File: config.mk
export PLATFORM = sky130hd
export DESIGN_NAME = hcbp_packer
export DESIGN_NICKNAME = d
export VERILOG_FILES = /design/src/hcbp_pkg.sv /design/src/hcbp_packer.sv
export SDC_FILE = /design/constraint.sdc
export NUM_CORES = 1
export LEC_CHECK = 0
export BUFFER_PORTS_ARGS = -buffer_cell sky130_fd_sc_hd__buf_2
export CAP_MARGIN = 20
export CORE_MARGIN = 5
export CORE_UTILIZATION = 35
export CTS_BUF_LIST = sky130_fd_sc_hd__clkbuf_8 sky130_fd_sc_hd__clkbuf_16
export DETAILED_ROUTE_END_ITERATION = 12
export PLACE_DENSITY = 0.54
export SETUP_SLACK_MARGIN = 0.2
export SYNTH_ARGS = -nofsm -noshare
export SYNTH_HDL_FRONTEND = slang
export SYNTH_SLANG_ARGS = --single-unit
File: constraint.sdc
create_clock -name clock -period 2.6 [get_ports clock]
set_input_delay 0.39 -clock clock [delete_from_list [all_inputs] [get_ports clock]]
set_output_delay 0.39 -clock clock [all_outputs]
set_load 0.005 [all_outputs]
File: src/hcbp_pkg.sv
// Types and constants shared by the Huffman code bit packer modules.
package hcbp_pkg;

   localparam int BYTE_BITS = 8;
   localparam int TYPE_W    = 2;
   localparam int SYM_W     = 8;
   localparam int CODE_W    = 32;
   localparam int LEN_W     = 6;

   localparam logic [TYPE_W-1:0] REQ_LOAD   = 2'd0;
   localparam logic [TYPE_W-1:0] REQ_ENCODE = 2'd1;
   localparam logic [TYPE_W-1:0] REQ_FLUSH  = 2'd2;

   typedef struct packed {
      logic [TYPE_W-1:0] req_type;
      logic [SYM_W-1:0]  symbol;
      logic [CODE_W-1:0] code_bits;
      logic [LEN_W-1:0]  code_length;
   } req_payload_type;

   typedef struct packed {
      logic [BYTE_BITS-1:0] packed_byte;
      logic                 last_of_run;
   } rsp_payload_type;

   // One classified job for the packer: a flush, or a masked code to append.
   typedef struct packed {
      logic              is_flush;
      logic [LEN_W-1:0]  length;
      logic [CODE_W-1:0] code;
   } queue_entry_type;

endpackage

File: src/hcbp_packer.sv
// Back end: bit accumulator that appends codes and emits one byte per cycle while the rsp port is free.
module hcbp_packer #(
   parameter int MAX_CODE_LEN = 32
) (
   input  logic                      clock,
   input  logic                      reset,
   input  logic                      pop_valid,
   output logic                      pop_ready,
   input  hcbp_pkg::queue_entry_type pop_entry,
   output logic                      rsp_valid,
   input  logic                      rsp_ready,
   output hcbp_pkg::rsp_payload_type rsp_payload
);
   import hcbp_pkg::*;

   localparam int ACC_W = MAX_CODE_LEN + BYTE_BITS - 1;
   localparam int TOT_W = $clog2(ACC_W + 1);

   // The low total_ff bits of the accumulator are the bits not yet emitted;
   // bits above them are stale and never reach an output byte.
   logic [ACC_W-1:0]     acc_ff, acc_in;
   logic [TOT_W-1:0]     total_ff, total_in;
   logic [TOT_W-1:0]     rem;
   logic [TOT_W-1:0]     byte_shift;
   logic                 out_free;
   logic                 have_byte;
   logic                 emit;
   logic                 take;
   logic                 flush_emit;
   logic [BYTE_BITS-1:0] emit_byte;
   logic [BYTE_BITS-1:0] flush_byte;
   logic                 rsp_valid_ff, rsp_valid_in;
   rsp_payload_type      rsp_ff, rsp_in;

   assign out_free   = !rsp_valid_ff || rsp_ready;
   assign have_byte  = (total_ff >= TOT_W'(BYTE_BITS));
   assign emit       = have_byte && out_free;
   assign byte_shift = total_ff - TOT_W'(BYTE_BITS);
   assign rem        = emit ? byte_shift : total_ff;

   // A code is appended once the bits left over after this cycle's byte fit
   // below one byte; a flush waits until every whole byte is out.
   assign pop_ready  = pop_entry.is_flush ?
                       (!have_byte && ((total_ff == '0) || out_free)) :
                       (rem < TOT_W'(BYTE_BITS));
   assign take       = pop_valid && pop_ready;
   assign flush_emit = take && pop_entry.is_flush && (total_ff != '0);

   assign emit_byte  = BYTE_BITS'(acc_ff >> byte_shift);
   assign flush_byte = acc_ff[BYTE_BITS-1:0] << (4'(BYTE_BITS) - 4'(total_ff));

   always_comb begin
      acc_in   = acc_ff;
      total_in = rem;
      if (take) begin
         if (pop_entry.is_flush) begin
            total_in = '0;
         end else begin
            acc_in   = ACC_W'((acc_ff << pop_entry.length) | ACC_W'(pop_entry.code));
            total_in = rem + TOT_W'(pop_entry.length);
         end
      end
   end

   always_comb begin
      rsp_in       = rsp_ff;
      rsp_valid_in = rsp_valid_ff && !rsp_ready;
      if (emit) begin
         rsp_in.packed_byte = emit_byte;
         rsp_in.last_of_run = (byte_shift < TOT_W'(BYTE_BITS));
         rsp_valid_in       = 1'b1;
      end else if (flush_emit) begin
         rsp_in.packed_byte = flush_byte;
         rsp_in.last_of_run = 1'b1;
         rsp_valid_in       = 1'b1;
      end
   end

   always_ff @(posedge clock) begin
      if (reset) begin
         acc_ff       <= '0;
         total_ff     <= '0;
         rsp_valid_ff <= 1'b0;
      end else begin
         acc_ff       <= acc_in;
         total_ff     <= total_in;
         rsp_valid_ff <= rsp_valid_in;
      end
   end

   always_ff @(posedge clock) begin
      rsp_ff <= rsp_in;
   end

   assign rsp_valid   = rsp_valid_ff;
   assign rsp_payload = rsp_ff;

endmodule

==> load_flow_metrics.sql <==
INSERT INTO impl_metrics (metric_group, metric, value, unit) VALUES
('status', 'status', 'finished clean', ''),
('sta', 'finalHoldViolCount', '0', ''),
('routing', 'via_count', '7118', ''),
('setup_path', 'ff2ff_path_depth', '12', ''),
('sta', 'clock.fmax', '0.3998', 'GHz'),
('floorplanning', 'fp-row-count', '51', ''),
('sta', 'clock-skew-final', '0.01380', 'ns'),
('pwr', 'netSwitchingPower', '2850', 'uW'),
('min_path', 'worst_hold_path.num_cells', '3', ''),
('pwr', 'power_density', '754.6', 'mW/mm2'),
('routing', 'postRouteWirelength', '26.53', 'mm'),
('routing', 'drt_first_iter_violations', '921', ''),
('sta', 'slew_violations', '0', ''),
('synth', 'syn_avg_cell_area', '8.870', 'um2'),
('placed_design', 'dp_hpwl', '19.81', 'mm'),
('synth', 'fraction_of_the_mapped_netlist_area_in_adder_cells', '0.01719', ''),
('placed_design', 'routabilityCongestion', '0.9523', ''),
('sta', 'max_slew.worst_pin.slew', '0.6344', 'ns'),
('pwr', 'power.static_leakage', '0.003158', 'uW'),
('setup_path', 'end_kind', 'register', ''),
('min_path', 'worst_hold_path_type', 'in -> reg', ''),
('pwr', 'power.sequential.fraction', '0.244', ''),
('final_layout', 'final_layout_size_suffix_gt1_frac', '0.3611', ''),
('sta', 'timing.final.crit_share', '0.9621', ''),
('cts', 'tritoncts', 'yes', ''),
('grt', 'grt_pass1_vias', '6767', ''),
('setup_path', 'critical_path.reg2reg.endpoint', 'total_ff[5]', ''),
('routing', 'routed_wire_length_per_instance', '23.50', 'um'),
('cts', 'cts.path.max_buffers', '2', ''),
('grt', 'first_pass_grt_wire_length', '40.47', 'mm'),
('synth', 'synth.mux.area_fraction', '0.3799', ''),
('synth', 'synth_xor_area_frac', '0.008772', ''),
('cts', 'cts_buffers', '5', ''),
('synth', 'synth_async_sr_flop_share', '0', ''),
('pwr', 'switching_share', '0.4491', ''),
('pwr', 'totalPowerFinal', '6347', 'uW'),
('final_layout', 'diodes', '0', ''),
('min_path', 'timing.hold.worst.start', 'pop_entry[3]', ''),
('routing', 'drt.antenna.violating_nets', '0', ''),
('final_layout', 'area_growth', '20.35', '%'),
('synth', 'synthesis.area', '0.006989', 'mm2'),
('sta', 'grt_setup_unrepaired', 'yes', ''),
('sta', 'fin_tns_setup', '0', 'ns'),
('placed_design', 'placement.io_buffers', '53', ''),
('synth', 'synth.lib_cells_used.distinct', '75', ''),
('min_path', 'worst_hold_path.endpoint', 'acc_ff[3]', ''),
('setup_path', 'worst-r2r-setup-slack', '0.1', 'ns'),
('floorplanning', 'initial_core_util', '0.3568', ''),
('cts', 'clock_tree.root_cell', 'clkbuf_16', ''),
('final_layout', 'final_util', '0.4294', ''),
('synth', 'fraction_of_the_mapped_netlist_area_in_compound_gates', '0.1625', ''),
('synth', 'synth_simple_gate_area_frac', '0.1815', ''),
('grt', 'gr-usage-all-layers', '0.2312', ''),
('pwr', 'ir_worst_vdd', '0.3811', 'mV'),
('setup_path', 'timing.critical_path.arrival', '2.73', 'ns'),
('final_layout', 'nets', '915', ''),
('setup_path', 'reg2reg_launch_point', 'total_ff[4]', ''),
('setup_path', 'critPathLaunchType', 'register', ''),
('floorplanning', 'io_pins', '54', ''),
('synth', 'synth.yosys.seq_area_share', '0.1704', ''),
('cts', 'maximum_level_of_the_cts_h_tree', '2', ''),
('cts', 'clk-insertion-delay-late', '0.31', 'ns'),
('cts', 'clkTransAtPathRegs', '0.08', 'ns'),
('routing', 'remaining_drc_errors', '0', ''),
('routing', 'avgViaCountPerCell', '6.305', ''),
('synth', 'postSynthCellCount', '788', ''),
('floorplanning', 'die_footprint', '0.02289', 'mm2'),
('synth', 'synth_edf_count', '9', ''),
('synth', 'yosysWarnings', '0', ''),
('cts', 'clock_sinks', '55', ''),
('setup_path', 'worst-endpoint-required', '2.83', 'ns');
-- flip-flops by register name, indices dropped and copies added, names as in the netlist --
signal and flops:
acc_ff 39, rsp_payload 9, total_ff 6, rsp_valid 1
-- how the worst max path moves through the flow --
| stage | from | end | slack, ns | depth (start not counted) |
|---|---|---|---|---|
| final | total_ff[4] | total_ff[5] | 0.1 | 12 |
| after global routing | total_ff[4] | total_ff[5] | -0.009 | 12 |
| after CTS | total_ff[4] | total_ff[5] | 0.06 | 12 |
| after detailed placement | pop_entry[32] | acc_ff[28] | -0.06 | 8 |
| after global placement | pop_entry[32] | acc_ff[28] | -0.04 | 8 |
| after floorplan | total_ff[4] | total_ff[5] | 0.07 | 12 |
-- logic make-up (layout without fill, tap and decap cells) --
kind of cell / after synthesis / in the layout
compound gates: 164 / 164
xor+xnor: 7 / 7
fa+ha+maj: 9 / 9
buf+inv: 109 / 185
flops: 55 / 55
mux: 177 / 177
simple gates: 267 / 267
-- final cells by class --
| type | count | area [um2] |
|---|---|---|
| flip-flops and latches | 55 | 1200 |
| fillers | 1965 | 11180 |
| clock buffers | 5 | 125.1 |
| inverters | 14 | 55.05 |
| multi-input cells | 624 | 5406 |
| clock inverters | 3 | 15.01 |
| repair buffers | 163 | 1279 |
| well taps | 265 | 331.6 |
-- through the flow --
step | area [um2] | hold slack [ns] | setup slack, ns | cells
2_1_floorplan | 7079 | 0.4750 | 0.07236 | 788
3_3_place_gp | 7960 | 0.5466 | -0.03946 | 1107
3_5_place_dp | 7960 | 0.5393 | -0.05780 | 1107
4_1_cts | 8214 | 0.3412 | 0.06293 | 1123
5_1_grt | 8412 | 0.3519 | -0.009168 | 1129
6_report | 8412 | 0.3469 | 0.09857 | 1129
-- worst max-delay path, stage by stage (launching register included) --
cell,delay (ns)
dfxtp_2,0.34
inv_4,0.07
ha_4,0.12
or4b_4,0.47
nand2_4,0.09
nand2_4,0.07
xnor2_4,0.22
ha_4,0.23
inv_2,0.05
o21bai_1,0.07
a21oi_2,0.14
or4b_4,0.46
o211ai_1,0.10
-- Yosys cell counts (5+ instances only) --
master     n  area share
or2_2      6      0.0054
o22ai_1   12       0.011
buf_4     11       0.012
buf_2     30       0.021
nand4_1    5      0.0045
o21ai_0   19       0.014
mux2i_1   77        0.11
and3_1     5      0.0045
clkbuf_1  40       0.021
a31oi_1    8      0.0072
a21oi_1   39       0.028
nor4_1    11      0.0098
buf_6      9       0.015
nor2b_1   10      0.0090
ha_1       8       0.014
nand3_1   22       0.016
a211oi_1  26       0.028
nor2_1    74       0.040
o211ai_1   8      0.0086
mux2_2    33       0.053
edfxtp_1   9       0.039
inv_1     11      0.0059
mux4_2    66        0.21
dfxtp_1   46        0.13
nand2_1   68       0.037
nor3_1    43       0.031
-- routing by layer --
| metal | up-vias | wire length (um) | GRT usage |
|---|---|---|---|
| li1 | 3177 | - | - |
| met1 | 3533 | 11400 | 0.3220 |
| met2 | 354 | 12230 | 0.3632 |
| met3 | 54 | 2107 | 0.04159 |
| met4 | 0 | 783 | 0.07480 |
| met5 | - | 0 | 0 |
-- timing repair --
| action | CTS | global route |
|---|---|---|
| resized for setup | 1 | 32 |
| pin swaps | 4 | 9 |
| endpoints found under the setup margin | 7 | 18 |
| cloned | 2 | 1 |
| buffers inserted | 6 | 5 |
-- power groups by stage --
stage               Clock, uW  Combinational (uW)  Sequential, uW
finish                    710                4090            1550
global route              763                4400            1570
CTS                       723                3760            1510
detailed placement          0                3620            1530
global placement            0                3610            1530
floorplan                   0                2620            1280
Note: power is estimated with default switching activity, not from simulation.
