<file path="src/hcbp_pkg.sv">
// Types and constants shared by the Huffman code bit packer modules.
package hcbp_pkg;

   localparam int BYTE_BITS = 8;
   localparam int TYPE_W    = 2;
   localparam int SYM_W     = 8;
   localparam int CODE_W    = 32;
   localparam int LEN_W     = 6;

   localparam logic [TYPE_W-1:0] REQ_LOAD   = 2'd0;
   localparam logic [TYPE_W-1:0] REQ_ENCODE = 2'd1;
   localparam logic [TYPE_W-1:0] REQ_FLUSH  = 2'd2;

   typedef struct packed {
      logic [TYPE_W-1:0] req_type;
      logic [SYM_W-1:0]  symbol;
      logic [CODE_W-1:0] code_bits;
      logic [LEN_W-1:0]  code_length;
   } req_payload_type;

   typedef struct packed {
      logic [BYTE_BITS-1:0] packed_byte;
      logic                 last_of_run;
   } rsp_payload_type;

   // One classified job for the packer: a flush, or a masked code to append.
   typedef struct packed {
      logic              is_flush;
      logic [LEN_W-1:0]  length;
      logic [CODE_W-1:0] code;
   } queue_entry_type;

endpackage

</file>
<file path="src/hcbp_fifo.sv">
// Short queue of classified jobs between the front end and the packer.
module hcbp_fifo #(
   parameter int DEPTH = 4
) (
   input  logic                      clock,
   input  logic                      reset,
   input  logic                      push_valid,
   output logic                      push_ready,
   input  hcbp_pkg::queue_entry_type push_entry,
   output logic                      pop_valid,
   input  logic                      pop_ready,
   output hcbp_pkg::queue_entry_type pop_entry
);
   import hcbp_pkg::*;

   localparam int PTR_W = $clog2(DEPTH);
   localparam int CNT_W = $clog2(DEPTH + 1);

   queue_entry_type  mem_ff [DEPTH];
   logic [PTR_W-1:0] wr_ptr_ff, wr_ptr_in;
   logic [PTR_W-1:0] rd_ptr_ff, rd_ptr_in;
   logic [CNT_W-1:0] count_ff, count_in;
   logic             push;
   logic             pop;

   assign push_ready = (count_ff != CNT_W'(DEPTH));
   assign pop_valid  = (count_ff != '0);
   assign pop_entry  = mem_ff[rd_ptr_ff];
   assign push       = push_valid && push_ready;
   assign pop        = pop_valid && pop_ready;

   always_comb begin
      wr_ptr_in = wr_ptr_ff;
      rd_ptr_in = rd_ptr_ff;
      count_in  = count_ff;
      if (push) begin
         wr_ptr_in = (wr_ptr_ff == PTR_W'(DEPTH - 1)) ? '0 : wr_ptr_ff + PTR_W'(1);
      end
      if (pop) begin
         rd_ptr_in = (rd_ptr_ff == PTR_W'(DEPTH - 1)) ? '0 : rd_ptr_ff + PTR_W'(1);
      end
      if (push && !pop) begin
         count_in = count_ff + CNT_W'(1);
      end else if (pop && !push) begin
         count_in = count_ff - CNT_W'(1);
      end
   end

   always_ff @(posedge clock) begin
      if (reset) begin
         wr_ptr_ff <= '0;
         rd_ptr_ff <= '0;
         count_ff  <= '0;
      end else begin
         wr_ptr_ff <= wr_ptr_in;
         rd_ptr_ff <= rd_ptr_in;
         count_ff  <= count_in;
      end
   end

   always_ff @(posedge clock) begin
      if (push) begin
         mem_ff[wr_ptr_ff] <= push_entry;
      end
   end

endmodule

</file>
<file path="config.mk">
export PLATFORM = sky130hd
export DESIGN_NAME = hcbp_fifo
export DESIGN_NICKNAME = d
export VERILOG_FILES = /design/src/hcbp_pkg.sv /design/src/hcbp_fifo.sv
export SDC_FILE = /design/constraint.sdc
export NUM_CORES = 1
export LEC_CHECK = 0
export BUFFER_PORTS_ARGS = -buffer_cell sky130_fd_sc_hd__buf_2
export CORE_MARGIN = 1
export CORE_UTILIZATION = 45
export DETAILED_ROUTE_END_ITERATION = 7
export PLACE_DENSITY = 0.74
export SLEW_MARGIN = 20
export SYNTH_ARGS = -nofsm -noshare
export SYNTH_HDL_FRONTEND = slang
export SYNTH_SLANG_ARGS = --single-unit
</file>
<file path="constraint.sdc">
create_clock -name clock -period 2.9 [get_ports clock]
set_input_delay 0.29 -clock clock [delete_from_list [all_inputs] [get_ports clock]]
set_output_delay 0.29 -clock clock [all_outputs]
set_load 0.01 [all_outputs]
</file>
==> impl_results.md, run 1 <==
* Run status: complete, no violations
* Leading post-synthesis cells by cell area: edfxtp_1, mux4_2, dfxtp_1
* Number of synthesized register bits at 165
* Synth Net Count at 301
* 1st-iter DRT viols at 144
* Postcts setup bufs at 0
* Worst-margin pin slew at 0.5899 ns
* HP Class: input pin to flop
* CTS hold repair buffers at 0
* First-pass GRT wire length at 15,700 µm
* CTS root buf: clkbuf_16
* Port Buffer Count at 83
* Synth Instances at 251
* Die ar. at 14,010 µm²
* Multi-input combinational cell area at 1162 µm²
* Num CTS Buffers at 17
* DRT Pass-1 Iters at 4
* Reg area at 4870 µm²
* GRT Residual Overflow at 0
* Crit path capture type: flop
* Core area at 13,240 µm²
* Unrepaired setup endpoints after global routing: false
* Tot GR Track Use at 15.60%
* Fill cells at 1,026
* Compound-Gate Fraction of Synth Area at 0.5749%
* GRT Max-Usage Layer: met2
* Worst Skew at 0.005020 ns
* GP Congestion at 0.6664
* Final layout net count at 399
* Via total after detailed routing at 2,729
* CTS tree: done
* Ys Warns at 0
* P_leak at 2.511 nW
* Routed len/inst at 18.61 µm
* Die X at 118.4 µm
* Initial antenna violation count at 1
* Yosys top cell area share at 76.88%
* Number of distinct library cells after synthesis at 27
* Critical path class: flop to flop
* Maximum fanout along the worst path at 5
* Power per Cell Area at 860.4 nW/µm²
* MaxCap Viol Count at 0
* Synth Area in XOR/XNOR at 0.2875%
* Largest net degree at the start of global routing at 25
* Final setup viols at 0
* Number of cell rows at 42
* TNS Setup at 0 ns
* Period utilization at 85.27%
* DRC Markers at 0
* Routed WL at 10,010 µm
* Worst Path Required at 3.25 ns
* Fmax at 0.4044 GHz
* # diodes at 0
* Post-Synthesis Cell Area at 6093 µm²
* CTS sink count at 165
* Post-CTS Resized at 0
* Grt met3 use at 4.923%
* Die height at 118.4 µm
* Adder-cell share of the synthesized area at 1.561%
* Syn_area_per_cell at 24.28 µm²
* Via density at 5.072
* Dpl hpwl at 6256 µm
* Simple-Gate Fraction of Synth Area at 1.745%
* Fin util at 55.48%
* Final ANT Viol Nets at 0
* Initial Util at 46.01%
* Top-Level Pins at 84
* Final worst path period need at 2.473 ns
* GR Util met1 at 18.78%
* Worst vdd ir at 552.8 µV
* Clk Latency, worst-skew pair at 0.41 ns
* Clock slew at reported path FFs at 0.06 ns
* WP data arrival at 2.82 ns
* Final hold viol count at 0
* Main combinational cell family by area after synthesis: multiplexers
* Max Slew Vio Count at 0
* Post-synth top area cell: edfxtp_1
* Startpoint types: flop
* Vias in the first global route at 2,858
* H-tree Lvls at 4
* Share of cells above drive strength 1 at 45.30%
* Clk buf depth at 2
* Worst slew margin relative to its limit at 60.34%
* Met2 GRT Util at 25.70%
* Area Growth Syn to Fin at 20.58%
* Post-synthesis sequential area ratio at 79.84%
* Mux contribution to synthesized area at 14.91%
metal layers:
layer  wire length, µm  vias to the layer above
met5                15                        -
met4               187                        2
met3               467                       18
met2              5188                       65
met1              4152                     1391
li1                  -                     1253
worst max-delay path, stage by stage (launching register included):
cell	delay [ns]
dfxtp_1	0.36
o31ai_1	0.55
ha_1	0.31
inv_1	0.07
fa_1	0.37
xor2_1	0.18
or3_2	0.42
a21oi_1	0.14
logic make-up after synthesis:
| kind of cell | after synthesis |
|---|---|
| AO/OA/AOI/OAI | 5 |
| XOR/XNOR | 2 |
| adder cells (fa/ha/maj) | 7 |
| buffers and inverters | 13 |
| flip-flops | 165 |
| multiplexers | 42 |
| AND/OR/NAND/NOR | 17 |
layout make-up:
type | instances | share of cell area [%]
clock buffer | 28 | 7.187
clock inverter | 4 | 0.2725
inverter | 3 | 0.1533
multi-input combinational | 73 | 15.82
sequential | 165 | 66.28
tap | 176 | 2.997
timing repair buffer | 89 | 7.289
report_power, final:
group	internal [mW]	switching (mW)	leakage (nW)
Sequential	2.89	0.139	1.50
Clock	1.23	0.811	0.273
Combinational	0.632	0.613	0.733
Total	4.76	1.56	2.51
synthesized netlist by cell type:
cell	instances
dfxtp_1	9
clkbuf_2	1
a21oi_1	2
nand2_1	1
nand2b_1	2
inv_1	3
and2_4	1
nor2_1	3
buf_6	1
clkbuf_1	3
o21ai_0	1
or3_2	2
o31ai_2	1
fa_1	1
mux2i_1	3
nor3_1	1
mux4_2	39
or3b_1	1
and3_2	4
buf_2	4
edfxtp_1	156
buf_4	1
xor2_1	2
o31ai_1	1
or3_1	1
nand3_1	1
ha_1	6
layout by cell type (no fill, tap or decap), drive strengths merged:
master | synthesis | layout
edfxtp | 156 | 156
buf | 6 | 89
mux4 | 39 | 39
clkbuf | 4 | 28
dfxtp | 9 | 9
ha | 6 | 6
and3 | 4 | 4
clkinv | 0 | 4
inv | 3 | 3
nor2 | 3 | 3
mux2i | 3 | 3
or3 | 3 | 3
xor2 | 2 | 2
a21oi | 2 | 2
nand2b | 2 | 2
o31ai | 2 | 2
or3b | 1 | 1
and2 | 1 | 1
nor3 | 1 | 1
nand3 | 1 | 1
nand2 | 1 | 1
o21ai | 1 | 1
fa | 1 | 1
flip-flops by register name (all words and copies together), names as in the netlist, named ones only:
name,flops
mem_ff,156
count_ff,3
rd_ptr_ff,2
wr_ptr_ff,2
through the flow:
stage	setup WS [ns]	area, µm²	power, mW	cells	hold WS, ns
after global placement	0.6107	6799	4.321	506	0.4761
after CTS	0.4136	7347	6.409	538	0.07181
final	0.4272	7347	6.321	538	0.08748
after floorplan	0.7095	6093	3.862	251	0.3889
after detailed placement	0.4244	6799	4.367	506	0.4800
after global routing	0.2886	7347	6.599	538	0.07480
path summary, 6_finish.rpt:
kind                 start      endpoint  slack [ns]  depth (start not counted)
min          push_entry[4]  mem_ff[0][4]        0.09                          1
min reg2reg   rd_ptr_ff[0]          flop        0.51                          2
max reg2reg    count_ff[0]   count_ff[2]        0.43                          7
max            count_ff[0]   count_ff[2]        0.43                          7
(Power assumes the default switching activity.)
==> run 2: changes to the inputs <==
--- a/config.mk
+++ b/config.mk
@@ -7,9 +7,9 @@
 export LEC_CHECK = 0
 export BUFFER_PORTS_ARGS = -buffer_cell sky130_fd_sc_hd__buf_2
 export CORE_MARGIN = 1
-export CORE_UTILIZATION = 45
+export CORE_UTILIZATION = 56
 export DETAILED_ROUTE_END_ITERATION = 7
-export PLACE_DENSITY = 0.74
+export PLACE_DENSITY = 0.87
 export SLEW_MARGIN = 20
 export SYNTH_ARGS = -nofsm -noshare
 export SYNTH_HDL_FRONTEND = slang
==> run 2 against run 1 <==
  * Count of clock-buffer cells in the layout shrank 11
  * Non-clock buffer count grew 40
  * Critical path depth is the same
  * Final cell count is the same
  * Largest cell class unchanged
  * Highest routed layer is now met4
  * Routed wire length grew 13%
  * Fmax grew 2.5%
  * Sequential share of layout area shrank 2.9 points
  * Via count grew 9.6%
  * Final area grew 4.6%
  * Die area shrank 19%
==> impl_results.md, run 2 (synthesis results as in run 1) <==
* CTS root buf: clkbuf_8
* Worst-margin pin slew at 0.6346 ns
* Port Buffer Count at 83
* Worst slew margin relative to its limit at 57.69%
* H-tree Lvls at 4
* Regs by FF count: mem_ff (156), count_ff (3)
* Clk Latency, worst-skew pair at 0.52 ns
* DRC Markers at 0
* HP Class: input pin to flop
* CTS sink count at 165
* Initial Util at 58.50%
* Reg area at 4867 µm²
* Number of cell rows at 37
* Largest register by flop count: mem_ff
* Highest-count cells in the layout ignoring fill and taps: edfxtp_1, buf_2, mux4_2, dlygate4sd3_1, clkbuf_16
* Dpl hpwl at 6090 µm
* Worst vdd ir at 492.0 µV
* Max Slew Vio Count at 0
* DRT Pass-1 Iters at 4
* 1st-iter DRT viols at 171
* CTS tree: done
* Die ar. at 11,300 µm²
* Largest net degree at the start of global routing at 40
* Via density at 5.559
* Die height at 106.3 µm
* Period utilization at 83.18%
* First-pass GRT wire length at 17,150 µm
* Fill cells at 593
* Post-CTS Resized at 0
* Core area at 10,420 µm²
* Final worst path period need at 2.412 ns
* Vias in the first global route at 3,181
* # diodes at 0
* Routed WL at 11,300 µm
* Reg2reg setup slack at 0.49 ns
* Fmax at 0.4146 GHz
* Top-Level Pins at 84
* Final ANT Viol Nets at 0
* Smallest hold slack at 0.03477 ns
* Worst Path Required at 3.36 ns
* Multi-input combinational cell area at 1162 µm²
* Final hold viol count at 0
* Tot GR Track Use at 21.86%
* Num CTS Buffers at 17
* GP Congestion at 0.6925
* WP data arrival at 2.87 ns
* Area Growth Syn to Fin at 26.12%
* Largest register FFs at 156
* Unrepaired setup endpoints after global routing: false
* P_leak at 2.677 nW
* HP Start: reset
* Startpoint types: flop
* Crit path capture type: flop
* RR Startpoint: count_ff[0]
* Via total after detailed routing at 2,991
* Power per Cell Area at 840.3 nW/µm²
* Reg-to-reg endpoint: count_ff[2]
* TNS Setup at 0 ns
* Worst Skew at 0.007417 ns
* Die X at 106.3 µm
* GRT Residual Overflow at 0
* Clock slew at reported path FFs at 0.07 ns
* Share of cells above drive strength 1 at 42.29%
* Hold-critical path endpoint: count_ff[2]
* Final layout net count at 439
* WHS Path Cells at 2
* Most common cell after layout, fill and taps aside: edfxtp_1
* Maximum fanout along the worst path at 5
* Critical path class: flop to flop
* Postcts setup bufs at 0
* Clk buf depth at 2
* Run status: complete, no violations
* MaxCap Viol Count at 0
* Initial antenna violation count at 0
* Final setup viols at 0
* Worst r2r path cells at 7
* Routed len/inst at 21.00 µm
run 2: worst max path at each step:
| stage | depth (start not counted) | end | start |
|---|---|---|---|
| floorplan | 9 | count_ff[2] | count_ff[0] |
| global placement | 7 | count_ff[2] | count_ff[0] |
| detailed placement | 7 | count_ff[2] | count_ff[0] |
| CTS | 7 | count_ff[2] | count_ff[0] |
| global route | 7 | count_ff[2] | count_ff[1] |
| finish | 7 | count_ff[2] | count_ff[0] |
run 2: layout make-up:
| class | count | share of cell area (%) |
|---|---|---|
| multi-input cells | 73 | 15.13 |
| flip-flops and latches | 165 | 63.33 |
| well taps | 136 | 2.214 |
| clock inverters | 15 | 1.970 |
| inverters | 3 | 0.1465 |
| clock buffers | 17 | 5.389 |
| repair buffers | 129 | 11.82 |
run 2: repair_timing:
item | CTS | global route
hold buffers | 39 | 0
setup endpoints to repair | 0 | 0
hold endpoints to repair | 156 | 0
run 2: routing by layer:
layer  wire length, µm  GRT usage, %  share of wire, %
met1              4372         26.27                39
met2              6078         37.80                54
met3               683         6.254               6.0
met4               163         7.837               1.4
met5                 0             0                 0
run 2: worst max-delay path, stage by stage (launching register included):
cell and delay (ns):
dfxtp_1 0.36, o31ai_1 0.50, ha_1 0.31, inv_1 0.07
fa_1 0.37, xor2_1 0.18, or3_2 0.42, a21oi_1 0.14
run 2: power breakdown:
| group | leakage [nW] | internal [mW] | switching [mW] |
|---|---|---|---|
| clock | 0.277 | 1.23 | 0.888 |
| combinational | 0.895 | 0.662 | 0.695 |
| sequential | 1.50 | 2.89 | 0.0901 |
run 2: through the flow:
| step | total power, mW | instances | utilization, % | setup WS, ns | area, µm² |
|---|---|---|---|---|---|
| floorplan | 3.862 | 251 | - | 0.7095 | 6093 |
| global placement | 4.291 | 467 | 64.60 | 0.6190 | 6729 |
| detailed placement | 4.348 | 467 | 64.60 | 0.4796 | 6729 |
| CTS | 6.527 | 538 | 73.78 | 0.4648 | 7685 |
| global route | 6.690 | 538 | 73.78 | 0.3469 | 7685 |
| finish | 6.457 | 538 | 73.78 | 0.4878 | 7685 |
